### src/hw/rtl/lrupr_pkg.sv
// ----------------------------------------------------------------------------
// LRU page replacement package
// Shared sizes and the types that travel along the chain of frame cells.
// ----------------------------------------------------------------------------
`default_nettype none

package lrupr_pkg;

  // Built frame capacity and page number width.
  localparam int FRAMES    = 16;
  localparam int PAGE_BITS = 16;

  // Slot index width; at least one bit even for a single frame.
  localparam int SLOT_W  = (FRAMES > 1) ? $clog2(FRAMES) : 1;
  localparam int STAMP_W = 32;

  // Configuration register.
  localparam int              CFG_W    = 5;
  localparam logic [CFG_W-1:0] FC_RESET = 5'd16;

  // Width used to compare the frame count against a slot index.
  localparam int CMP_W = ((SLOT_W > CFG_W) ? SLOT_W : CFG_W) + 1;

  // Stream field widths.
  localparam int IN_PAGE_W   = 16;
  localparam int IN_TDATA_W  = 16;
  localparam int OUT_SLOT_W  = 4;
  localparam int FAULT_W     = 32;
  localparam int OUT_FIELD_W = OUT_SLOT_W + FAULT_W;
  localparam int OUT_TDATA_W = ((OUT_FIELD_W + 7) / 8) * 8;
  localparam int OUT_PAD_W   = OUT_TDATA_W - OUT_FIELD_W;

  localparam logic [FAULT_W-1:0] FAULT_MAX = '1;

  // Search token and partial results handed from one cell to the next.
  typedef struct packed {
    logic               tok;
    logic               found;
    logic [SLOT_W-1:0]  found_slot;
    logic               empty;
    logic [SLOT_W-1:0]  empty_slot;
    logic               have_min;
    logic [STAMP_W-1:0] min_stamp;
    logic [SLOT_W-1:0]  min_slot;
  } srch_t;

  // Frame update broadcast to all cells.
  typedef struct packed {
    logic                 en;
    logic [SLOT_W-1:0]    slot;
    logic [PAGE_BITS-1:0] page;
    logic [STAMP_W-1:0]   stamp;
  } wr_t;

endpackage

`default_nettype wire

### src/hw/rtl/lru_page_replacement.sv
// The search token walks the row of frame cells one cell per cycle; a new
// reference is accepted only after the previous result has moved to the output register.
// Reset (rst_n low, synchronous) clears all valid marks, the use clock and the
// fault count, and sets frame_count to 16.
// ----------------------------------------------------------------------------
// LRU page replacement, top level
// Streams page references through a chain of frame cells and reports hit or
// fault, the slot used and the saturating fault total.
// ----------------------------------------------------------------------------
`default_nettype none

module lru_page_replacement (
  input  wire                                  clk,
  input  wire                                  rst_n,
  // Input stream, tdata: page_number[15:0]
  input  wire                                  in_tvalid,
  output logic                                 in_tready,
  input  wire  [lrupr_pkg::IN_TDATA_W-1:0]     in_tdata,
  // Result stream, tdata: frame_slot[3:0], fault_total[35:4], zero pad
  output logic                                 out_tvalid,
  input  wire                                  out_tready,
  output logic [lrupr_pkg::OUT_TDATA_W-1:0]    out_tdata,
  // Result stream, tuser: hit[0]
  output logic                                 out_tuser,
  // Configuration write, frame_count
  input  wire                                  cfg_valid,
  output logic                                 cfg_ready,
  input  wire  [lrupr_pkg::CFG_W-1:0]          cfg_data
);

  localparam logic [1:0] ST_IDLE   = 2'd0;
  localparam logic [1:0] ST_SEARCH = 2'd1;
  localparam logic [1:0] ST_DELIV  = 2'd2;

  logic [1:0]                        state_r;
  logic [1:0]                        state_nxt;
  logic [lrupr_pkg::CFG_W-1:0]       frame_count_r;
  logic [lrupr_pkg::PAGE_BITS-1:0]   page_r;
  logic                              launch_r;
  logic [lrupr_pkg::STAMP_W-1:0]     use_clock_r;
  logic [lrupr_pkg::FAULT_W-1:0]     fault_count_r;
  logic [lrupr_pkg::FAULT_W-1:0]     fault_count_nxt;
  logic                              res_hit_r;
  logic [lrupr_pkg::SLOT_W-1:0]      res_slot_r;
  logic                              out_valid_r;
  logic                              out_hit_r;
  logic [lrupr_pkg::OUT_SLOT_W-1:0]  out_slot_r;
  logic [lrupr_pkg::FAULT_W-1:0]     out_fault_r;

  lrupr_pkg::srch_t                  head;
  lrupr_pkg::srch_t                  chain [lrupr_pkg::FRAMES];
  lrupr_pkg::srch_t                  tail;
  lrupr_pkg::wr_t                    wr;
  logic [lrupr_pkg::SLOT_W-1:0]      pick_slot;
  logic                              in_acc;
  logic                              done;
  logic                              deliver;

  assign in_tready = (state_r == ST_IDLE);
  assign in_acc    = in_tvalid && in_tready;
  assign cfg_ready = 1'b1;

  always_comb begin
    head     = '0;
    head.tok = launch_r;
  end

  genvar k;
  generate
    for (k = 0; k < lrupr_pkg::FRAMES; k++) begin : g_cell
      logic act;
      // Slot 0 is always in use; slot k is in use while frame_count exceeds k.
      assign act = (k == 0) ||
                   (lrupr_pkg::CMP_W'(frame_count_r) > lrupr_pkg::CMP_W'(k));
      if (k == 0) begin : g_first
        lrupr_cell u_cell (
          .clk    (clk),
          .rst_n  (rst_n),
          .idx    (lrupr_pkg::SLOT_W'(k)),
          .active (act),
          .page   (page_r),
          .srch_i (head),
          .srch_o (chain[k]),
          .wr     (wr)
        );
      end else begin : g_next
        lrupr_cell u_cell (
          .clk    (clk),
          .rst_n  (rst_n),
          .idx    (lrupr_pkg::SLOT_W'(k)),
          .active (act),
          .page   (page_r),
          .srch_i (chain[k-1]),
          .srch_o (chain[k]),
          .wr     (wr)
        );
      end
    end
  endgenerate

  assign tail = chain[lrupr_pkg::FRAMES-1];
  assign done = (state_r == ST_SEARCH) && tail.tok;

  always_comb begin
    priority if (tail.found) begin
      pick_slot = tail.found_slot;
    end else if (tail.empty) begin
      pick_slot = tail.empty_slot;
    end else begin
      pick_slot = tail.min_slot;
    end
  end

  always_comb begin
    wr.en    = done;
    wr.slot  = pick_slot;
    wr.page  = page_r;
    wr.stamp = use_clock_r;
  end

  always_comb begin
    fault_count_nxt = fault_count_r;
    if (!tail.found && (fault_count_r != lrupr_pkg::FAULT_MAX)) begin
      fault_count_nxt = fault_count_r + 1'b1;
    end
  end

  assign deliver = (state_r == ST_DELIV) && (!out_valid_r || out_tready);

  always_comb begin
    state_nxt = state_r;
    unique case (state_r)
      ST_IDLE: begin
        if (in_acc) state_nxt = ST_SEARCH;
      end
      ST_SEARCH: begin
        if (done) state_nxt = ST_DELIV;
      end
      ST_DELIV: begin
        if (deliver) state_nxt = ST_IDLE;
      end
      default: state_nxt = ST_IDLE;
    endcase
  end

  always_ff @(posedge clk) begin
    if (!rst_n) begin
      state_r       <= ST_IDLE;
      frame_count_r <= lrupr_pkg::FC_RESET;
      launch_r      <= 1'b0;
      use_clock_r   <= '0;
      fault_count_r <= '0;
      out_valid_r   <= 1'b0;
    end else begin
      state_r  <= state_nxt;
      launch_r <= in_acc;
      if (cfg_valid && cfg_ready) begin
        frame_count_r <= cfg_data;
      end
      if (done) begin
        use_clock_r   <= use_clock_r + 1'b1;
        fault_count_r <= fault_count_nxt;
      end
      if (deliver) begin
        out_valid_r <= 1'b1;
      end else if (out_tready) begin
        out_valid_r <= 1'b0;
      end
    end
  end

  always_ff @(posedge clk) begin
    if (in_acc) begin
      page_r <= lrupr_pkg::PAGE_BITS'(in_tdata);
    end
    if (done) begin
      res_hit_r  <= tail.found;
      res_slot_r <= pick_slot;
    end
    if (deliver) begin
      out_hit_r   <= res_hit_r;
      out_slot_r  <= lrupr_pkg::OUT_SLOT_W'(res_slot_r);
      out_fault_r <= fault_count_r;
    end
  end

  assign out_tvalid = out_valid_r;
  assign out_tuser  = out_hit_r;
  assign out_tdata  = {{lrupr_pkg::OUT_PAD_W{1'b0}}, out_fault_r, out_slot_r};

endmodule

`default_nettype wire

### src/hw/rtl/lrupr_cell.sv
// ----------------------------------------------------------------------------
// LRU frame cell
// Holds one frame (page, valid mark, last-use stamp) and folds its frame into
// the search record that passes through it on the way to the next cell.
// ----------------------------------------------------------------------------
`default_nettype none

module lrupr_cell (
  input  wire                            clk,
  input  wire                            rst_n,
  input  wire  [lrupr_pkg::SLOT_W-1:0]   idx,
  input  wire                            active,
  input  wire  [lrupr_pkg::PAGE_BITS-1:0] page,
  input  wire  lrupr_pkg::srch_t         srch_i,
  output lrupr_pkg::srch_t               srch_o,
  input  wire  lrupr_pkg::wr_t           wr
);

  logic [lrupr_pkg::PAGE_BITS-1:0] page_r;
  logic [lrupr_pkg::STAMP_W-1:0]   stamp_r;
  logic                            valid_r;
  lrupr_pkg::srch_t                srch_r;
  lrupr_pkg::srch_t                srch_nxt;

  always_comb begin
    srch_nxt = srch_i;
    if (active && srch_i.tok) begin
      if (!srch_i.found && valid_r && (page_r == page)) begin
        srch_nxt.found      = 1'b1;
        srch_nxt.found_slot = idx;
      end
      if (!srch_i.empty && !valid_r) begin
        srch_nxt.empty      = 1'b1;
        srch_nxt.empty_slot = idx;
      end
      // Strict compare keeps the lower slot on equal stamps.
      if (valid_r && (!srch_i.have_min || (stamp_r < srch_i.min_stamp))) begin
        srch_nxt.have_min  = 1'b1;
        srch_nxt.min_stamp = stamp_r;
        srch_nxt.min_slot  = idx;
      end
    end
  end

  always_ff @(posedge clk) begin
    if (!rst_n) begin
      srch_r  <= '0;
      valid_r <= 1'b0;
    end else begin
      srch_r <= srch_nxt;
      if (wr.en && (wr.slot == idx)) begin
        valid_r <= 1'b1;
      end
    end
  end

  always_ff @(posedge clk) begin
    if (wr.en && (wr.slot == idx)) begin
      page_r  <= wr.page;
      stamp_r <= wr.stamp;
    end
  end

  assign srch_o = srch_r;

endmodule

`default_nettype wire

### config.mk
export PLATFORM = sky130hd
export DESIGN_NAME = lru_page_replacement
export DESIGN_NICKNAME = d
export VERILOG_FILES = /design/src/hw/rtl/lrupr_pkg.sv /design/src/hw/rtl/lru_page_replacement.sv /design/src/hw/rtl/lrupr_cell.sv
export SDC_FILE = /design/constraint.sdc
export NUM_CORES = 2
export LEC_CHECK = 0
export ABC_AREA = 1
export BUFFER_PORTS_ARGS = -buffer_cell sky130_fd_sc_hd__buf_2
export CORE_MARGIN = 5
export CORE_UTILIZATION = 35
export DETAILED_ROUTE_END_ITERATION = 6
export GPL_TIMING_DRIVEN = 1
export MAX_ROUTING_LAYER = met4
export PLACE_DENSITY = 0.46
export SLEW_MARGIN = 20
export SYNTH_ARGS = -nofsm -noshare
export SYNTH_HDL_FRONTEND = slang
export SYNTH_SLANG_ARGS = --single-unit
### constraint.sdc
create_clock -name clk -period 9.85 [get_ports clk]
set_input_delay 1.4775 -clock clk [delete_from_list [all_inputs] [get_ports clk]]
set_output_delay 1.4775 -clock clk [all_outputs]
set_load 0.05 [all_outputs]
[Word-level counts from Yosys, hierarchy flattened]
Index checks and enable logic that the tools add are counted.
Cells by class
  order comparisons: 30
  reductions and logical operators: 181
  add/sub/neg operators: 2
  mux-type cells: 71
  equality and inequality tests: 37
Operators with widths (count)
  47-bit 2-to-1 mux: 15
  37-bit 2-to-1 mux: 16
  32-bit less-than comparator: 15
  16-bit equality test: 16
  5-bit 2-to-1 mux: 32
  1-bit logical AND: 96
  32-bit by 1-bit adder with 32-bit output (second input constant): 2
  1-bit logical NOT: 62
  5-bit by 4-bit greater-than comparator with 1-bit output (second input constant): 8
  4-bit equality test (second input constant): 8
  32-bit inequality test (second input constant): 1
  5-bit by 3-bit greater-than comparator with 1-bit output (second input constant): 4
  4-bit by 3-bit equality test with 1-bit output (second input constant): 4
  1-bit logical OR: 16
  5-bit by 2-bit greater-than comparator with 1-bit output (second input constant): 2
  4-bit by 2-bit equality test with 1-bit output (second input constant): 2
  4-bit 2-to-1 mux: 2
  2-bit 2-to-1 mux: 3
  2-bit case mux with 3 select lines: 1
  3-bit AND reduction: 2
  5-bit by 1-bit greater-than comparator with 1-bit output (second input constant): 1
  4-bit by 1-bit equality test with 1-bit output (second input constant): 1
  4-bit logical NOT: 1
  2-bit inequality test (second input constant): 2
  7 further kinds: 9
Word-level totals
  logic and storage cells: 507
  output and inout port bits: 44
  flip-flop bits (word level): 1650

[Logic depth before layout (Yosys ltp)]
  word-level depth: 5
  gate-level depth with buffers: 18
  gate-level depth less buffers: 16

[By module]
A second synthesis with hierarchy kept.
Second synthesis, totals
  cell total of the unflattened synthesis: 9104
  area total of the unflattened synthesis: 79588.8 um^2
By module, submodules not included
  lrupr_cell (g_cell[0].g_first.u_cell ...): instances 15, area an instance 4596.9 um^2, cells an instance 524
  lru_page_replacement: instances 1, area an instance 6014.5 um^2, cells an instance 720
  lrupr_cell (g_cell[14].g_next.u_cell): instances 1, area an instance 4620.7 um^2, cells an instance 524

[Worst setup path after synthesis]
No wires, ideal clock.
  path type: input to register
  start: input out_tready
  end: register out_fault_r[0] (netlist bit) (enable)
  library setup time: 0.477 ns
  cell stages on the path: 2
  arrival: 4.066 ns
  slack: 5.306 ns
  cell sequence: nor2_1 > nor3_1
On the way
  cells in the longest elaborated chain, start to end: 2
Ends and longest elaborated chain
  from (decl): line lru_page_replacement.sv:21  | input wire out_tready,
  1-bit logical OR: line lru_page_replacement.sv:128  | assign deliver = (state_r == ST_DELIV) && (!out_valid_r || out_tready);
  1-bit logical AND: line lru_page_replacement.sv:128
  named net deliver: line lru_page_replacement.sv:57  | logic deliver;
  to (signal assigned): line lru_page_replacement.sv:183  | out_fault_r <= fault_count_r;
  to (decl): line lru_page_replacement.sv:48  | logic [lrupr_pkg::FAULT_W-1:0] out_fault_r;
The timed path passes the listed nets, and every way through them passes these cells.
A chain may end at the register's enable or synchronous reset.

[Final worst setup path]
  start: register state_r[0]
  end: register g_cell[15].g_next.u_cell.stamp_r[5] (netlist bit) (enable)
On the way
  cells in the longest elaborated chain, start to end: 3
Ends and longest elaborated chain
  from (decl): line lru_page_replacement.sv:35  | logic [1:0] state_r;
  from (signal assigned): line lru_page_replacement.sv:155  | state_r <= state_nxt;
  2-bit by 1-bit equality test with 1-bit output: line lru_page_replacement.sv:102  | assign done = (state_r == ST_SEARCH) && tail.tok;
  1-bit logical AND: line lru_page_replacement.sv:102
  named net done: line lru_page_replacement.sv:56  | logic done;
  1-bit logical AND: line lrupr_cell.sv:58  | if (wr.en && (wr.slot == idx)) begin
  to (signal assigned): line lrupr_cell.sv:60  | stamp_r <= wr.stamp;
  to (decl): line lrupr_cell.sv:20  | logic [lrupr_pkg::STAMP_W-1:0] stamp_r;
The timed path passes the listed nets, and every way through them passes these cells.

==> metrics list <==
- Clock-pin slew was measured on the worst setup and hold paths at 60 ps.
- WP data required: 10,270 ps
- Power density over the cells: 171 nW/µm²
* Reg area: 40,400 µm²
- Reg2reg path depth: 7
- Max-capacitance violation count: 0
- Maximum frequency from static timing analysis: 289 MHz
- Result of the run: complete, but fails checks
- The count of nets left with antenna violations once routing finished came out at 0.
* Count of warnings emitted by yosys: 0
- In this run the critical register-to-register path is launched from state_r[0].
- Across the VDD grid, the largest voltage drop is 165 µV.
- Dominant register cell in the synthesized netlist: sky130_fd_sc_hd__edfxtp_1
- In this run the deepest clock path goes through 3 buffers.
- Entering global routing, the biggest net connects 135 pins.
- Clock tree from TritonCTS: yes
- Setup repair after global routing missed its margin: false
* Number of standard-cell rows in the floorplan: 166
- For this configuration, the core starts out at a cell density of 0.351.
- Walking the worst path, the cells encountered are nand3_2 > clkinv_1 > nand2_1 > nor2_1 > inv_1 > nor2_4 > buf_4.
* Number of buffer cells added on primary ports: 64
* Final period util: 0.352
* Count of hold-fix buffers inserted at cts: 0
* Core area: 204,000 µm²
* Hold-critical path depth: 2
* Clock buffer count from CTS: 178
* Endpoint of the lowest-slack register-to-register path: g_cell[15].g_next.u_cell.stamp_r[5]
- Die Footprint: 214,000 µm²
- Height of the die: 463 µm
- The count of endpoints failing hold in the final timing report came to 0.
* Total congestion overflow: 0
- Data arrives at the worst endpoint at 3890 ps.
* Remaining design rule violation count: 1
- The final layout contains routed wiring with a total length of 174,000 µm.
- Nets: 8,326
- Register-to-register setup slack: 6390 ps
- Of all flip-flops after synthesis, the portion carrying an async set or reset was 0.
- Multi-input logic area: 25,100 µm²
* Average size of a mapped cell: 9.18 µm²
- Number of levels the H-tree was split into: 4
* Number of global-route vias before repair: 48,800
- Number of clock sinks: 1,605
* Setup TNS: 0 ps
- Layout overhead on the synthesized area: 12.6%
- In this run the static leakage power is 31.4 nW.
* Drt wl/cell: 16.3 µm
* Worst skew pair latency: 800 ps
* Classification of the worst setup path: reg -> reg
- Initial DRC count: 2,986
- GRT Util Overall: 0.166
* Critical path startpoint category: register
- Count of final setup violators: 0
- The largest individual stage delay along the critical path comes from the cell sky130_fd_sc_hd__clkinv_1.
* Max-slew headroom at the worst pin: 0.278
- For hold timing, the worst endpoint is g_cell[5].g_next.u_cell.srch_o[44].
- Post-synthesis instance area: 71,800 µm²
- Number of max-slew violations in the final report: 0
- In this design, the stage delay of the slowest critical-path cell is 590 ps.
- The number of antenna violations at the first check in global routing was 9.
- Fill cells in the final layout number 20,300.
- After clock tree synthesis, the setup repair step added 0 buffers.
* Buffers plus inverters on the worst setup path: 3
- Counting every instance in the synthesized netlist gives 7,818.
- Gpl congestion: 0.798
* Via-per-instance ratio: 4.64
- Share of the yosys chip area belonging to registers: 0.563
* Largest clock skew in the final design: 32.1 ps
- Count of TritonRoute iterations in the first routing pass: 7
- Post_cts resized: 0
* Total via count in the routed design: 49,600
- Hold Startpoint: g_cell[4].g_next.u_cell.srch_o[44]
* Ratio of cells with drive above 1 in the final layout: 0.0684
- Failing checks: DRC
* X dimension of the die: 463 µm
- Actual transition at the worst max-transition pin: 1080 ps
- Wire length of the first global-routing pass: 276,000 µm
- The synthesized design contains 1,605 register bits.
- The clock period could shrink to 3460 ps.
- Worst min-delay path class: reg -> reg
- Boundary pin count: 70
- Endpoint type of the worst setup path: register
* Top Family by Delay on Critical Path: simple AND/OR/NAND/NOR gates
* Detail Placement HPWL: 118,000 µm
- The synthesized netlist contains 56 unique library cells.
* Tightest hold margin: 413 ps
- Highest fanout seen on the critical path: 33
* Clock Root Buffer: sky130_fd_sc_hd__clkbuf_16
* Number of enable flip-flop cells after synthesis: 826
==> worst max path at each step <==
| stage | startpoint | end | slack [ps] | cells after the start |
|---|---|---|---|---|
| 3_3_place_gp | rst_n | g_cell[11].g_next.u_cell.srch_o[10] | 5830 | 6 |
| 3_5_place_dp | rst_n | g_cell[11].g_next.u_cell.srch_o[8] | 5780 | 6 |
| 2_1_floorplan | out_tready | out_fault_r[0] | 5310 | 2 |
| 6_report | state_r[0] | g_cell[15].g_next.u_cell.stamp_r[5] | 6390 | 7 |
| 5_1_grt | state_r[0] | g_cell[15].g_next.u_cell.stamp_r[5] | 6140 | 7 |
| 4_1_cts | state_r[0] | g_cell[15].g_next.u_cell.stamp_r[5] | 6320 | 7 |
==> registers in the layout, indices dropped and copies added (netlist names), 32 cells and up <==
register	count
g_cell.g_next.u_cell.srch_o	654
g_cell.g_next.u_cell.stamp_r	480
g_cell.g_next.u_cell.page_r	240
g_cell.g_first.u_cell.srch_o	36
fault_count_r	32
g_cell.g_first.u_cell.stamp_r	32
out_fault_r	32
use_clock_r	32
==> tightest hold or removal path: cells and delay by family, from the launching register on <==
family          cells  cell delay [ps]
compound gates      1               50
buf+inv             1               40
flops               1              290
==> metal layers <==
metal	global-route usage	routed length, µm	part of all wire	vias up
met5	-	0	0	-
met2	0.263	78300	0.45	773
met4	0.0435	4200	0.024	0
met3	0.0248	7370	0.042	263
li1	-	-	-	25500
met1	0.223	84100	0.48	23000
==> synth_stat cells, types with 12 or more instances <==
library cell / n / share of area
sky130_fd_sc_hd__a211oi_1: 18 / 0.0019
sky130_fd_sc_hd__inv_1: 1330 / 0.070
sky130_fd_sc_hd__nor3_1: 68 / 0.0047
sky130_fd_sc_hd__nor4_1: 31 / 0.0027
sky130_fd_sc_hd__clkbuf_1: 115 / 0.0060
sky130_fd_sc_hd__nand3_1: 571 / 0.040
sky130_fd_sc_hd__edfxtp_1: 826 / 0.35
sky130_fd_sc_hd__o22ai_1: 30 / 0.0026
sky130_fd_sc_hd__inv_2: 12 / 0.00063
sky130_fd_sc_hd__ha_1: 467 / 0.081
sky130_fd_sc_hd__buf_2: 157 / 0.011
sky130_fd_sc_hd__a21oi_1: 813 / 0.057
sky130_fd_sc_hd__nand4_1: 63 / 0.0055
sky130_fd_sc_hd__o21ai_0: 132 / 0.0092
sky130_fd_sc_hd__buf_1: 30 / 0.0016
sky130_fd_sc_hd__nor2_1: 842 / 0.044
sky130_fd_sc_hd__dfxtp_1: 779 / 0.22
sky130_fd_sc_hd__xor2_1: 66 / 0.0081
sky130_fd_sc_hd__or2_2: 22 / 0.0019
sky130_fd_sc_hd__nand2_1: 1222 / 0.064
sky130_fd_sc_hd__o21a_1: 25 / 0.0026
sky130_fd_sc_hd__xnor2_1: 63 / 0.0077
sky130_fd_sc_hd__buf_4: 15 / 0.0016
==> area by class of cell <==
cell class,instances,area share
inverters,1346,0.0626
clock inverters,73,0.00766
well taps,2688,0.0416
clock buffers,260,0.0651
diodes,4,0.000124
multi-input cells,4540,0.310
flip-flops and latches,1605,0.500
repair buffers,162,0.0133
==> report_power, final <==
| group | internal [mW] | switching (mW) |
|---|---|---|
| sequential | 6.99 | 0.00659 |
| combinational | 0.0678 | 0.200 |
| clock | 3.89 | 2.71 |
==> cell families after synthesis <==
group                      after synthesis  share of synthesized area
adders and majority gates              467                     0.0814
other                                    2                   0.000105
buffers and inverters                 1676                     0.0924
DFF                                   1605                      0.563
xor gates and xnor gates               129                     0.0157
AOI/OAI and AO/OA                     1082                     0.0802
and+or+nand+nor                       2857                      0.167
==> placed cells by master (no fill, tap or decap), types with 22 or more instances in the layout <==
cell and count:
sky130_fd_sc_hd__a21oi_1 813, sky130_fd_sc_hd__buf_2 63, sky130_fd_sc_hd__buf_4 97, sky130_fd_sc_hd__clkbuf_1 39, sky130_fd_sc_hd__clkbuf_16 184, sky130_fd_sc_hd__clkbuf_8 37
sky130_fd_sc_hd__clkinv_1 23, sky130_fd_sc_hd__clkinv_2 33, sky130_fd_sc_hd__dfxtp_1 775, sky130_fd_sc_hd__edfxtp_1 826, sky130_fd_sc_hd__ha_1 467, sky130_fd_sc_hd__inv_1 1330
sky130_fd_sc_hd__nand2_1 1208, sky130_fd_sc_hd__nand3_1 571, sky130_fd_sc_hd__nand4_1 63, sky130_fd_sc_hd__nor2_1 813, sky130_fd_sc_hd__nor2_4 30, sky130_fd_sc_hd__nor3_1 67
sky130_fd_sc_hd__nor4_1 31, sky130_fd_sc_hd__o21a_1 25, sky130_fd_sc_hd__o21ai_0 132, sky130_fd_sc_hd__o22ai_1 30, sky130_fd_sc_hd__or2_2 22, sky130_fd_sc_hd__xnor2_1 63
sky130_fd_sc_hd__xor2_1 66
==> stage by stage <==
step	power, mW	cell area, µm²	setup WS (ps)	cells	utilization
after floorplan	7.31	71800	5310	7821	-
after detailed placement	7.41	74900	5780	10300	0.367
after CTS	14.1	80800	6320	10700	0.395
after global routing	14.4	80800	6140	10700	0.396
after global placement	7.41	74900	5830	10300	0.367
final	13.9	80800	6390	10700	0.396
Power figures use the tool's default switching activity.
